===== config.mk =====
export PLATFORM = sky130hd
export DESIGN_NAME = tagged_text_glyph_quad_generator_core
export DESIGN_NICKNAME = d
export VERILOG_FILES = /design/src/rtl/ttgq_pkg.sv /design/src/rtl/ttgq_color_rom.sv /design/src/rtl/ttgq_parser.sv /design/src/rtl/ttgq_result_queue.sv /design/src/rtl/tagged_text_glyph_quad_generator_core.sv
export SDC_FILE = /design/constraint.sdc
export NUM_CORES = 1
export LEC_CHECK = 0
export BUFFER_PORTS_ARGS = -buffer_cell sky130_fd_sc_hd__buf_2
export CAP_MARGIN = 15
export CORE_UTILIZATION = 25
export CTS_CLUSTER_SIZE = 8
export DETAILED_ROUTE_END_ITERATION = 8
export PLACE_DENSITY = 0.49
export RECOVER_POWER = 100
export SLEW_MARGIN = 10
export SYNTH_ARGS = -nofsm -noshare
export SYNTH_HDL_FRONTEND = slang
export SYNTH_HIERARCHICAL = 1
export SYNTH_SLANG_ARGS = --single-unit

===== constraint.sdc =====
create_clock -name aclk -period 8.6 [get_ports aclk]
set_clock_uncertainty 0.05 [all_clocks]
set_input_delay 0 -clock aclk [delete_from_list [all_inputs] [get_ports aclk]]
set_output_delay 0 -clock aclk [all_outputs]
set_load 0.1 [all_outputs]

===== src/rtl/ttgq_pkg.sv =====
// Package: types, character codes and color table of the tagged text glyph quad generator.
package ttgq_pkg;

    // Longest text in bytes; later bytes are dropped
    localparam int MAX_TEXT = 256;
    localparam int CNT_W    = $clog2(MAX_TEXT + 1);

    // Parser modes
    typedef enum logic [1:0] {
        MODE_TEXT,
        MODE_OPEN,
        MODE_NAME,
        MODE_SKIP
    } mode_t;

    // Character codes
    localparam logic [7:0] CHAR_LT    = 8'h3C;
    localparam logic [7:0] CHAR_HASH  = 8'h23;
    localparam logic [7:0] CHAR_SLASH = 8'h2F;
    localparam logic [7:0] CHAR_GT    = 8'h3E;
    localparam logic [7:0] CHAR_NL    = 8'h0A;
    localparam logic [7:0] GLYPH_BASE = 8'd32;

    localparam logic [7:0] CELL_MAX    = 8'd255;
    localparam logic [3:0] WHITE_INDEX = 4'd0;

    localparam logic KIND_GLYPH  = 1'b0;
    localparam logic KIND_EXTENT = 1'b1;

    // Name hashes of the color table
    localparam logic [31:0] COLOR_HASH [16] = '{
        32'd3489,  32'd7125,  32'd6899,  32'd758,
        32'd13305, 32'd7133,  32'd1551,  32'd1580,
        32'd3276,  32'd52012, 32'd3272,  32'd768,
        32'd54467, 32'd108275, 32'd25971, 32'd3125
    };

    // RGB of the color table, {red, green, blue}
    localparam logic [23:0] COLOR_RGB [16] = '{
        {8'd255, 8'd255, 8'd255}, {8'd251, 8'd243, 8'd5},
        {8'd255, 8'd100, 8'd3},   {8'd221, 8'd9,   8'd7},
        {8'd242, 8'd8,   8'd132}, {8'd71,  8'd0,   8'd165},
        {8'd0,   8'd0,   8'd211}, {8'd2,   8'd171, 8'd234},
        {8'd31,  8'd183, 8'd20},  {8'd0,   8'd100, 8'd18},
        {8'd86,  8'd44,  8'd5},   {8'd144, 8'd113, 8'd58},
        {8'd192, 8'd192, 8'd192}, {8'd128, 8'd128, 8'd128},
        {8'd64,  8'd64,  8'd64},  {8'd0,   8'd0,   8'd0}
    };

    // One result item
    typedef struct packed {
        logic       kind;
        logic [7:0] cell_x;
        logic [7:0] cell_y;
        logic [3:0] glyph_col;
        logic [3:0] glyph_row;
        logic [7:0] red;
        logic [7:0] green;
        logic [7:0] blue;
        logic [8:0] ext_width;
        logic [8:0] ext_height;
        logic       last_result;
    } result_t;

    // Up to three results of one input item, in output order
    typedef struct packed {
        logic [2:0]         valid;
        result_t [2:0]      item;
    } batch_t;

    // Glyph record at a cell with the given character and color
    function automatic result_t make_glyph(input logic [7:0] x, input logic [7:0] y,
                                           input logic [7:0] code, input logic [23:0] rgb);
        result_t    r;
        logic [7:0] idx;
        idx           = code - GLYPH_BASE;
        r             = '0;
        r.kind        = KIND_GLYPH;
        r.cell_x      = x;
        r.cell_y      = y;
        r.glyph_col   = idx[3:0];
        r.glyph_row   = idx[7:4];
        r.red         = rgb[23:16];
        r.green       = rgb[15:8];
        r.blue        = rgb[7:0];
        return r;
    endfunction

endpackage


===== src/rtl/ttgq_color_rom.sv =====
// Color ROM: synchronous read of the RGB table.
module ttgq_color_rom (
    input  logic        aclk,
    input  logic [3:0]  addr,
    output logic [23:0] rgb
);

    logic [23:0] rgb_reg;

    // Registered read of the constant table
    always_ff @(posedge aclk) begin
        rgb_reg <= ttgq_pkg::COLOR_RGB[addr];
    end

    assign rgb = rgb_reg;

endmodule


===== src/rtl/ttgq_parser.sv =====
// Parser: per-item update of cursor, tag and color state, builds the results of each item.
module ttgq_parser (
    input  logic              aclk,
    input  logic              aresetn,
    input  logic              accept,
    input  logic [7:0]        char_code,
    input  logic              last_char,
    input  logic [23:0]       rgb,
    output logic [3:0]        color_addr,
    output ttgq_pkg::batch_t  batch
);

    ttgq_pkg::mode_t            mode_reg, mode_next;
    logic [31:0]                hash_reg, hash_next;
    logic [7:0]                 cx_reg, cx_next;
    logic [7:0]                 cy_reg, cy_next;
    logic [7:0]                 wx_reg, wx_next;
    logic [3:0]                 cidx_reg, cidx_next;
    logic [ttgq_pkg::CNT_W-1:0] count_reg, count_next;
    logic                       do_plain;
    ttgq_pkg::batch_t           b;

    // State registers
    always_ff @(posedge aclk) begin
        if (!aresetn) begin
            mode_reg  <= ttgq_pkg::MODE_TEXT;
            hash_reg  <= '0;
            cx_reg    <= '0;
            cy_reg    <= '0;
            wx_reg    <= '0;
            cidx_reg  <= ttgq_pkg::WHITE_INDEX;
            count_reg <= '0;
        end else begin
            mode_reg  <= mode_next;
            hash_reg  <= hash_next;
            cx_reg    <= cx_next;
            cy_reg    <= cy_next;
            wx_reg    <= wx_next;
            cidx_reg  <= cidx_next;
            count_reg <= count_next;
        end
    end

    // Next state and results of the accepted item
    always_comb begin
        mode_next  = mode_reg;
        hash_next  = hash_reg;
        cx_next    = cx_reg;
        cy_next    = cy_reg;
        wx_next    = wx_reg;
        cidx_next  = cidx_reg;
        count_next = count_reg;
        do_plain   = 1'b0;
        b          = '0;

        if (accept) begin
            if (count_reg < ttgq_pkg::CNT_W'(ttgq_pkg::MAX_TEXT)) begin
                count_next = count_reg + 1'b1;
                unique case (mode_reg)
                    ttgq_pkg::MODE_OPEN: begin
                        if (char_code == ttgq_pkg::CHAR_HASH) begin
                            hash_next = '0;
                            mode_next = ttgq_pkg::MODE_NAME;
                        end else if (char_code == ttgq_pkg::CHAR_SLASH) begin
                            cidx_next = ttgq_pkg::WHITE_INDEX;
                            mode_next = ttgq_pkg::MODE_SKIP;
                        end else begin
                            // pending '<' opened no tag: draw it, then the byte
                            mode_next    = ttgq_pkg::MODE_TEXT;
                            b.valid[0]   = 1'b1;
                            b.item[0]    = ttgq_pkg::make_glyph(cx_reg, cy_reg,
                                                                ttgq_pkg::CHAR_LT, rgb);
                            if (cx_reg > wx_reg) begin
                                wx_next = cx_reg;
                            end
                            if (cx_reg < ttgq_pkg::CELL_MAX) begin
                                cx_next = cx_reg + 1'b1;
                            end
                            do_plain = 1'b1;
                        end
                    end
                    ttgq_pkg::MODE_NAME: begin
                        if (char_code == ttgq_pkg::CHAR_GT) begin
                            // first matching entry wins; unknown keeps the color
                            for (int i = 15; i >= 0; i--) begin
                                if (hash_reg == ttgq_pkg::COLOR_HASH[i]) begin
                                    cidx_next = 4'(i);
                                end
                            end
                            mode_next = ttgq_pkg::MODE_TEXT;
                        end else begin
                            hash_next = {hash_reg[30:0], 1'b0} + {24'd0, char_code};
                        end
                    end
                    ttgq_pkg::MODE_SKIP: begin
                        mode_next = ttgq_pkg::MODE_TEXT;
                    end
                    default: begin
                        do_plain = 1'b1;
                    end
                endcase

                // Plain text byte
                if (do_plain) begin
                    if (char_code == ttgq_pkg::CHAR_LT && !last_char) begin
                        mode_next = ttgq_pkg::MODE_OPEN;
                    end else if (char_code == ttgq_pkg::CHAR_NL) begin
                        cx_next = '0;
                        if (cy_reg < ttgq_pkg::CELL_MAX) begin
                            cy_next = cy_reg + 1'b1;
                        end
                    end else begin
                        b.valid[1] = 1'b1;
                        b.item[1]  = ttgq_pkg::make_glyph(cx_next, cy_reg, char_code, rgb);
                        if (cx_next > wx_next) begin
                            wx_next = cx_next;
                        end
                        if (cx_next < ttgq_pkg::CELL_MAX) begin
                            cx_next = cx_next + 1'b1;
                        end
                    end
                end
            end

            // End of text: extent record, then back to reset state
            if (last_char) begin
                b.valid[2]           = 1'b1;
                b.item[2].kind       = ttgq_pkg::KIND_EXTENT;
                b.item[2].ext_width  = {1'b0, wx_next} + 9'd1;
                b.item[2].ext_height = {1'b0, cy_next} + 9'd1;
                mode_next  = ttgq_pkg::MODE_TEXT;
                hash_next  = '0;
                cx_next    = '0;
                cy_next    = '0;
                wx_next    = '0;
                cidx_next  = ttgq_pkg::WHITE_INDEX;
                count_next = '0;
            end

            // Mark the final result of this item
            priority if (b.valid[2]) begin
                b.item[2].last_result = 1'b1;
            end else if (b.valid[1]) begin
                b.item[1].last_result = 1'b1;
            end else if (b.valid[0]) begin
                b.item[0].last_result = 1'b1;
            end else begin
                b.item[0].last_result = 1'b0;
            end
        end
    end

    // ROM address tracks the next color index so its data matches the index register
    assign color_addr = aresetn ? cidx_next : ttgq_pkg::WHITE_INDEX;
    assign batch      = b;

endmodule


===== src/rtl/ttgq_result_queue.sv =====
// Result queue: four-entry buffer taking up to three results per cycle, one out per cycle while out_ready is high.
module ttgq_result_queue (
    input  logic              aclk,
    input  logic              aresetn,
    input  ttgq_pkg::batch_t  batch,
    output logic              room,
    output logic              out_valid,
    input  logic              out_ready,
    output ttgq_pkg::result_t out_item
);

    ttgq_pkg::result_t q_mem [4];
    logic [1:0]        wr_ptr_reg, wr_ptr_next;
    logic [1:0]        rd_ptr_reg, rd_ptr_next;
    logic [2:0]        count_reg, count_next;
    logic [1:0]        off [3];
    logic [1:0]        push_n;
    logic              pop;

    // Slot offsets of the valid results
    always_comb begin
        off[0] = 2'd0;
        off[1] = {1'b0, batch.valid[0]};
        off[2] = {1'b0, batch.valid[0]} + {1'b0, batch.valid[1]};
        push_n = off[2] + {1'b0, batch.valid[2]};
    end

    // Pointers and fill count
    assign pop         = out_valid && out_ready;
    assign wr_ptr_next = wr_ptr_reg + push_n;
    assign rd_ptr_next = rd_ptr_reg + {1'b0, pop};
    assign count_next  = count_reg + {1'b0, push_n} - {2'b00, pop};

    always_ff @(posedge aclk) begin
        if (!aresetn) begin
            wr_ptr_reg <= '0;
            rd_ptr_reg <= '0;
            count_reg  <= '0;
        end else begin
            wr_ptr_reg <= wr_ptr_next;
            rd_ptr_reg <= rd_ptr_next;
            count_reg  <= count_next;
        end
    end

    // Entry writes
    always_ff @(posedge aclk) begin
        for (int j = 0; j < 3; j++) begin
            if (batch.valid[j]) begin
                q_mem[wr_ptr_reg + off[j]] <= batch.item[j];
            end
        end
    end

    // Room for a full three-result item
    assign room      = (count_reg <= 3'd1);
    assign out_valid = (count_reg != 3'd0);
    assign out_item  = q_mem[rd_ptr_reg];

endmodule


===== src/rtl/tagged_text_glyph_quad_generator_core.sv =====
// Top level: tagged text glyph quad generator, parser, color ROM and result queue.
// Results are written into the result queue and offered from it in order.
// Throughput: one item per cycle while results drain at the same rate; an item
// yields zero to three results, and the four-entry result queue accepts a
// new item while it holds at most one result.
// Reset: aresetn synchronous, active low; clears cursor, tag, color and queue state.
module tagged_text_glyph_quad_generator_core (
    input  logic       aclk,
    input  logic       aresetn,
    input  logic       s_valid,
    output logic       s_ready,
    input  logic [7:0] s_char_code,
    input  logic       s_last_char,
    output logic       m_valid,
    input  logic       m_ready,
    output logic       m_kind,
    output logic [7:0] m_cell_x,
    output logic [7:0] m_cell_y,
    output logic [3:0] m_glyph_col,
    output logic [3:0] m_glyph_row,
    output logic [7:0] m_red,
    output logic [7:0] m_green,
    output logic [7:0] m_blue,
    output logic [8:0] m_ext_width,
    output logic [8:0] m_ext_height,
    output logic       m_last_result
);

    logic              accept;
    logic [3:0]        color_addr;
    logic [23:0]       rgb;
    ttgq_pkg::batch_t  batch;
    ttgq_pkg::result_t out_item;

    assign accept = s_valid && s_ready;

    ttgq_color_rom u_rom (
        .aclk (aclk),
        .addr (color_addr),
        .rgb  (rgb)
    );

    ttgq_parser u_parser (
        .aclk       (aclk),
        .aresetn    (aresetn),
        .accept     (accept),
        .char_code  (s_char_code),
        .last_char  (s_last_char),
        .rgb        (rgb),
        .color_addr (color_addr),
        .batch      (batch)
    );

    ttgq_result_queue u_queue (
        .aclk      (aclk),
        .aresetn   (aresetn),
        .batch     (batch),
        .room      (s_ready),
        .out_valid (m_valid),
        .out_ready (m_ready),
        .out_item  (out_item)
    );

    // Result fields
    assign m_kind        = out_item.kind;
    assign m_cell_x      = out_item.cell_x;
    assign m_cell_y      = out_item.cell_y;
    assign m_glyph_col   = out_item.glyph_col;
    assign m_glyph_row   = out_item.glyph_row;
    assign m_red         = out_item.red;
    assign m_green       = out_item.green;
    assign m_blue        = out_item.blue;
    assign m_ext_width   = out_item.ext_width;
    assign m_ext_height  = out_item.ext_height;
    assign m_last_result = out_item.last_result;

endmodule

==> flow_metrics.tcl, run 1 <==
set metrics [dict create \
    dr.pass1.iters 6 \
    place.gp.congestion 0.812 \
    dp_hpwl_microns 51400 \
    clkPwrFrac_pct 22.3 \
    rrSetupSlack_ns 1.37 \
    crit_type "input pin to flip-flop" \
    synth.most_common_cell "o21ai_0" \
    grt_max_degree 274 \
    final_nets 2802 \
    drtIter0Drc 2363 \
    power_leakage_nw 8.72 \
    antenna_left 0 \
    arrival_ns 7.43 \
    antenna_found_initial 0 \
    violations "capacitance limit, slew limit" \
    final.setup.tns_ns 0 \
    post_cts_resize_count 0 \
    drv_slew 203 \
    status "complete, but fails checks" \
    holdPathEnd "u_parser/cidx_reg[3]" \
    drive_above_1_share_pct 8.24 \
    clk_path_buf_depth 3 \
    netlist.area_leader.share_pct 31.9 \
    hold_depth 6 \
    cp_max_fo 76 \
    synth_warnings 6 \
    die_h_microns 322 \
    syn_area_sq_mm 0.0256 \
    synth_edf_count 272 \
    worstHoldStart "s_char_code[3]" \
    tightestPinTransition_ns 2.34 \
    synth_cells 2852 \
    cts_sinks 374 \
    rr_worst_depth 12 \
    hold_violations 0 \
    synth_top_area_cell "edfxtp_1" \
    wl_per_cell_microns 21.9 \
    drc_errors 0 \
    rsz0062_at_grt "no" \
    synth_area_per_cell_sq_um 8.98 \
    num_vias 22800 \
    combPwrFrac_pct 49.8 \
    ir_worst_vdd_mv 0.350 \
    p_sw_share_pct 52.3 \
    core_sq_mm 0.102 \
    crit_path_start_kind "input pin" \
    fin_crit_ns 7.24 \
    ys_ff_latch 374 \
    whs_ns 0.0521 \
    r2r_end "u_queue/q_mem[1][21]" \
    root_buffer "clkbuf_16" \
    grt-ovfl-total 0 \
    track_usage_pct 17.2 \
    grt_pass1_vias 21800 \
    synth-seq-area-share_pct 39.8 \
    yosys-top-cells-area "edfxtp_1 32%, dfxtp_1 8.0%, a31oi_1 6.6%" \
    initial_core_util_pct 25.2 \
    intPower_mw 4.37 \
    die-area_sq_mm 0.104 \
    worstPathRequired_ns 8.79 \
    synthTopCellsByCount "318 x o21ai_0, 315 x nand3_1, 312 x nor3_1, 272 x a31oi_1, 272 x edfxtp_1" \
    grt_first_pass_wirelength_microns 138000 \
    synthDistinctLibCells 92 \
    ys.flop_type "edfxtp_1" \
    cap_violations 5 \
    clk_pin_slew_worst_paths_ns 0.05 \
    die_x_microns 322 \
    async_flop_share_pct 0 \
    relSlewSlack_pct -55.8 \
    clk_latency_ns 0.63 \
    routed_wl_microns 90900 \
    num_rows 117 \
    fin_crit_sh_pct 84.1 \
    worstHoldPathType "input pin to flip-flop" \
    largest_reg_flops 272 \
    end_kind "flip-flop" \
    place_area_sq_mm 0.0267 \
    cts_tree "done" \
    cts_buffers 53 \
    io_buffers 82 \
    ios 83 \
    htree_levels 2 \
    p_switching_mw 4.79 \
    reg2reg_from "u_queue/count_reg[2]" \
    stdcell_area_sq_mm 0.0281 \
    powerDensity_mw_per_mm2 327 \
    fmax_mhz 138 \
    area_growth_pct 9.51 \
    p_seq_share_pct 27.9 \
    finalSetupViolCount 0 \
    viasPerCell 5.49 \
]
==> cells by family (layout without fill, tap and decap cells) <==
kind of cell	count (synthesis)	count (layout)	share of synthesized area [%]
flops	374	374	39.8
other cells	1	92	0.0146
buf+inv	445	282	8.48
fa+ha+maj	52	52	2.63
compound gates	753	753	17.8
simple gates	1076	1076	22.1
xor+xnor	66	66	2.49
mux	85	85	6.65
==> critical path: stages <==
cell and delay (ns):
dlygate4sd3_1 0.53, clkbuf_1 0.15, or3b_1 0.57, o31a_4 0.62, o21ai_0 1.07, nor2_1 0.24
nand3_1 0.67, inv_1 0.08, buf_4 0.30, ha_1 0.34, ha_1 0.20, xnor3_2 1.49
nand3_4 0.13, o221ai_4 0.12, clkbuf_2 0.86
==> stage by stage <==
stage | util, % | total power [mW] | std cells | setup WS [ns]
floorplan | - | 6.12 | 2942 | 0.908
global placement | 26.2 | 7.24 | 4041 | 2.40
detailed placement | 26.2 | 7.24 | 4041 | 2.28
CTS | 27.8 | 9.30 | 4147 | 2.28
global route | 27.6 | 9.53 | 4147 | 0.930
finish | 27.6 | 9.17 | 4148 | 1.36
==> how the worst max path moves through the flow <==
stage / from / end / slack (ns)
final: s_char_code[7] / u_queue/q_mem[1][21] / 1.36
after global routing: s_char_code[7] / u_queue/q_mem[1][11] / 0.93
after CTS: u_parser/mode_reg[1] / u_queue/q_mem[2][17] / 2.28
after detailed placement: u_parser/mode_reg[1] / u_queue/q_mem[2][35] / 2.28
after global placement: u_parser/mode_reg[1] / u_queue/q_mem[2][5] / 2.40
after floorplan: u_queue/count_reg[2] / u_queue/q_mem[2][0] / 0.91
==> per-layer routing <==
| layer | routed length, microns | vias up | global-route usage [%] |
|---|---|---|---|
| li1 | - | 10400 | - |
| met1 | 40800 | 11200 | 24.2 |
| met2 | 41200 | 996 | 27.1 |
| met3 | 6800 | 137 | 2.43 |
| met4 | 2010 | 0 | 5.22 |
| met5 | 0 | - | 0 |
==> cell usage in the layout, fill, tap and decap left out, types with 34 or more instances in the layout <==
| cell | n |
|---|---|
| a21oi_1 | 52 |
| a31oi_1 | 273 |
| and2_1 | 49 |
| and3_1 | 54 |
| clkbuf_1 | 115 |
| clkbuf_16 | 53 |
| conb_1 | 91 |
| dfxtp_1 | 101 |
| edfxtp_1 | 272 |
| ha_1 | 49 |
| inv_1 | 45 |
| mux4_2 | 68 |
| nand2_1 | 102 |
| nand3_1 | 313 |
| nor2_1 | 76 |
| nor2b_1 | 34 |
| nor3_1 | 312 |
| o21ai_0 | 322 |
==> final cells by class <==
cell class                      instances  area, sq um
Antenna cell                            1         2.50
Clock buffer                           93         1500
Clock inverter                          4         63.8
Fill cell                           10800        73700
Inverter                               48          180
Multi-Input combinational cell       2123        13600
Sequential cell                       374        10200
Tap cell                             1368         1710
Timing Repair Buffer                  137          752
==> timing repair <==
item	CTS	global route
hold buffers	9	0
setup buffers	0	0
hold endpoints to repair	23	0
==> power by group through the flow <==
stage                     clock, mW  combinational, mW  sequential, mW
final                          2.04               4.57            2.56
after global routing           2.15               4.78            2.59
after CTS                      2.09               4.65            2.56
after detailed placement          0               4.64            2.60
after global placement            0               4.64            2.59
after floorplan                   0               3.57            2.54
Note: power is estimated with default switching activity, not from simulation.
==> inputs of run 2 (changes only) <==
- clock period: 8.6 -> 7.1 ns (I/O delays scaled with it)
==> run 2 against run 1 <==
Compared with the run above:
- the flow still finishes with violations (capacitance limit, slew limit)
- via count shrank 1.2%
- sequential share of layout area shrank 0.29 points
- critical path type unchanged
- worst hold slack gained 0.012 ns
- die area is the same
- count of clock-buffer cells in the layout grew 3
==> flow_metrics.tcl, run 2 (synthesized netlist as in run 1, its figures left out) <==
set metrics [dict create \
    status "complete, but fails checks" \
    violations "capacitance limit, slew limit" \
    final_cell_mix "322 x o21ai_0, 313 x nand3_1, 312 x nor3_1" \
    power_leakage_nw 8.80 \
    antenna_left 0 \
    ios 83 \
    die-area_sq_mm 0.104 \
    final_nets 2818 \
    post-cts-setup-buffer-count 0 \
    area_growth_pct 10.4 \
    num_rows 117 \
    p_seq_share_pct 27.6 \
    critPathMaxStageDelay_ns 1.38 \
    critPathLaunch "s_char_code[5]" \
    cp_max_fo 40 \
    wl_per_cell_microns 21.3 \
    cts_tree "done" \
    clkPwrFrac_pct 22.7 \
    grt-ovfl-total 0 \
    rsz0062_at_grt "no" \
    critical_path_cell_count 14 \
    r2r_end "u_queue/q_mem[3][19]" \
    layout_commonest_cell "o21ai_0" \
    place.gp.congestion 0.885 \
    power_mw 11.2 \
    io_buffers 82 \
    clk_pin_slew_worst_paths_ns 0.06 \
    fin_crit_sh_pct 93.4 \
    hold_buffers 10 \
    rr_worst_depth 11 \
    cts_sinks 374 \
    intPower_mw 5.41 \
    arrival_ns 6.93 \
    antenna_found_initial 5 \
    fin_crit_ns 6.63 \
    initial_core_util_pct 25.2 \
    p_sw_share_pct 51.8 \
    end_kind "flip-flop" \
    htree_levels 2 \
    ir_worst_vdd_mv 0.346 \
    final.setup.tns_ns 0 \
    p_switching_mw 5.80 \
    worstPathRequired_ns 7.41 \
    path_cells "dlygate4sd3_1 > clkbuf_1 > or3b_1 > o31a_4 > o21ai_0 > nor2_1 > nand3_1 > inv_1 > ha_1 > ha_1 > nand2b_4 > nand2b_4 > o221ai_2 > buf_4" \
    viasPerCell 5.39 \
    cts_buffers 54 \
    worst_path_max_delay_cell "o21ai_0" \
    hold_violations 0 \
    cp.buffers_inverters 4 \
    root_buffer "clkbuf_16" \
    relSlewSlack_pct -76.2 \
    drc_errors 0 \
    grt_max_degree 173 \
    dr.pass1.iters 6 \
    fmax_mhz 151 \
    die_x_microns 322 \
    clk_latency_ns 0.65 \
    cap_violations 7 \
    tightestPinTransition_ns 2.64 \
    drive_above_1_share_pct 8.65 \
    crit_path_start_kind "input pin" \
    drv_slew 208 \
    die_h_microns 322 \
    rrSetupSlack_ns 0.62 \
    worstHoldPathType "input pin to flip-flop" \
    reg2reg_from "u_queue/count_reg[1]" \
    powerDensity_mw_per_mm2 396 \
    core_sq_mm 0.102 \
    crit_family "compound AO/OA/AOI/OAI gates" \
    cp-endpoint "u_queue/q_mem[2][13]" \
    finalSetupViolCount 0 \
    routed_wl_microns 88700 \
    drtIter0Drc 2633 \
    post_cts_resize_count 0 \
    track_usage_pct 16.6 \
    clk_path_buf_depth 3 \
    num_vias 22500 \
    combPwrFrac_pct 49.7 \
    dp_hpwl_microns 51800 \
    largest_reg_flops 272 \
    crit_type "input pin to flip-flop" \
    grt_first_pass_wirelength_microns 133000 \
    grt_pass1_vias 21200 \
]
## run 2: cell types whose count changed in the layout (fill, tap and decap cells not counted), sizes merged
cell	change
inv	-2
clkinv	+1
buf	+11
clkinvlp	+1
clkbuf	+6
dlygate4sd3	+1
bufinv	+1
## run 2: metrics by stage
stage	std cells	util, %	cell area, sq um	worst slack [ns]	hold WS [ns]
2_1_floorplan	2942	-	26000	0.264	0.0717
3_3_place_gp	4055	26.4	26900	1.24	0.392
3_5_place_dp	4055	26.4	26900	1.20	0.396
4_1_cts	4166	28.1	28600	1.15	0.0322
5_1_grt	4167	27.8	28300	0.314	0.133
6_report	4167	27.8	28300	0.472	0.0644
## run 2: worst min-delay path by stage
stage,cells after the start,startpoint,to,slack [ns]
floorplan,1,aresetn,u_queue/count_reg[0],0.07
global placement,2,u_parser/hash_reg[31],u_parser/hash_reg[31],0.39
detailed placement,2,u_parser/hash_reg[31],u_parser/hash_reg[31],0.40
CTS,5,s_char_code[7],u_parser/hash_reg[7],0.03
global route,4,s_char_code[4],u_queue/q_mem[2][43],0.13
finish,5,s_char_code[7],u_parser/hash_reg[7],0.06
## run 2: cell type report
| type | count | area (sq um) |
|---|---|---|
| clock inverter | 5 | 114 |
| sequential | 374 | 10200 |
| fill | 10800 | 73500 |
| clock buffer | 96 | 1530 |
| multi-input combinational | 2123 | 13600 |
| inverter | 48 | 180 |
| timing repair buffer | 152 | 923 |
| antenna | 1 | 2.50 |
| tap | 1368 | 1710 |
## run 2: metal layers
metal  GRT usage (%)  share of wire [%]  routed length, microns
met5               0              0.015                      13
met4            4.94                2.3                    2050
met3            2.74                7.5                    6690
met2            26.3                 45                   40100
met1            23.0                 45                   39900
## run 2: worst min-delay path: cells and delay by family
family,cells,cell delay [ns]
AO/OA/AOI/OAI,1,0.15
AND/OR/NAND/NOR,1,0.06
buffers and inverters,1,0.17
adder cells (fa/ha/maj),1,0.21
XOR/XNOR,1,0.08
## run 2: power groups by stage
stage	logic [mW]	registers, mW	clock network, mW
after CTS	5.67	3.10	2.61
final	5.57	3.09	2.55
after floorplan	4.33	3.08	0
after global routing	5.83	3.14	2.69
after detailed placement	5.66	3.15	0
after global placement	5.66	3.14	0
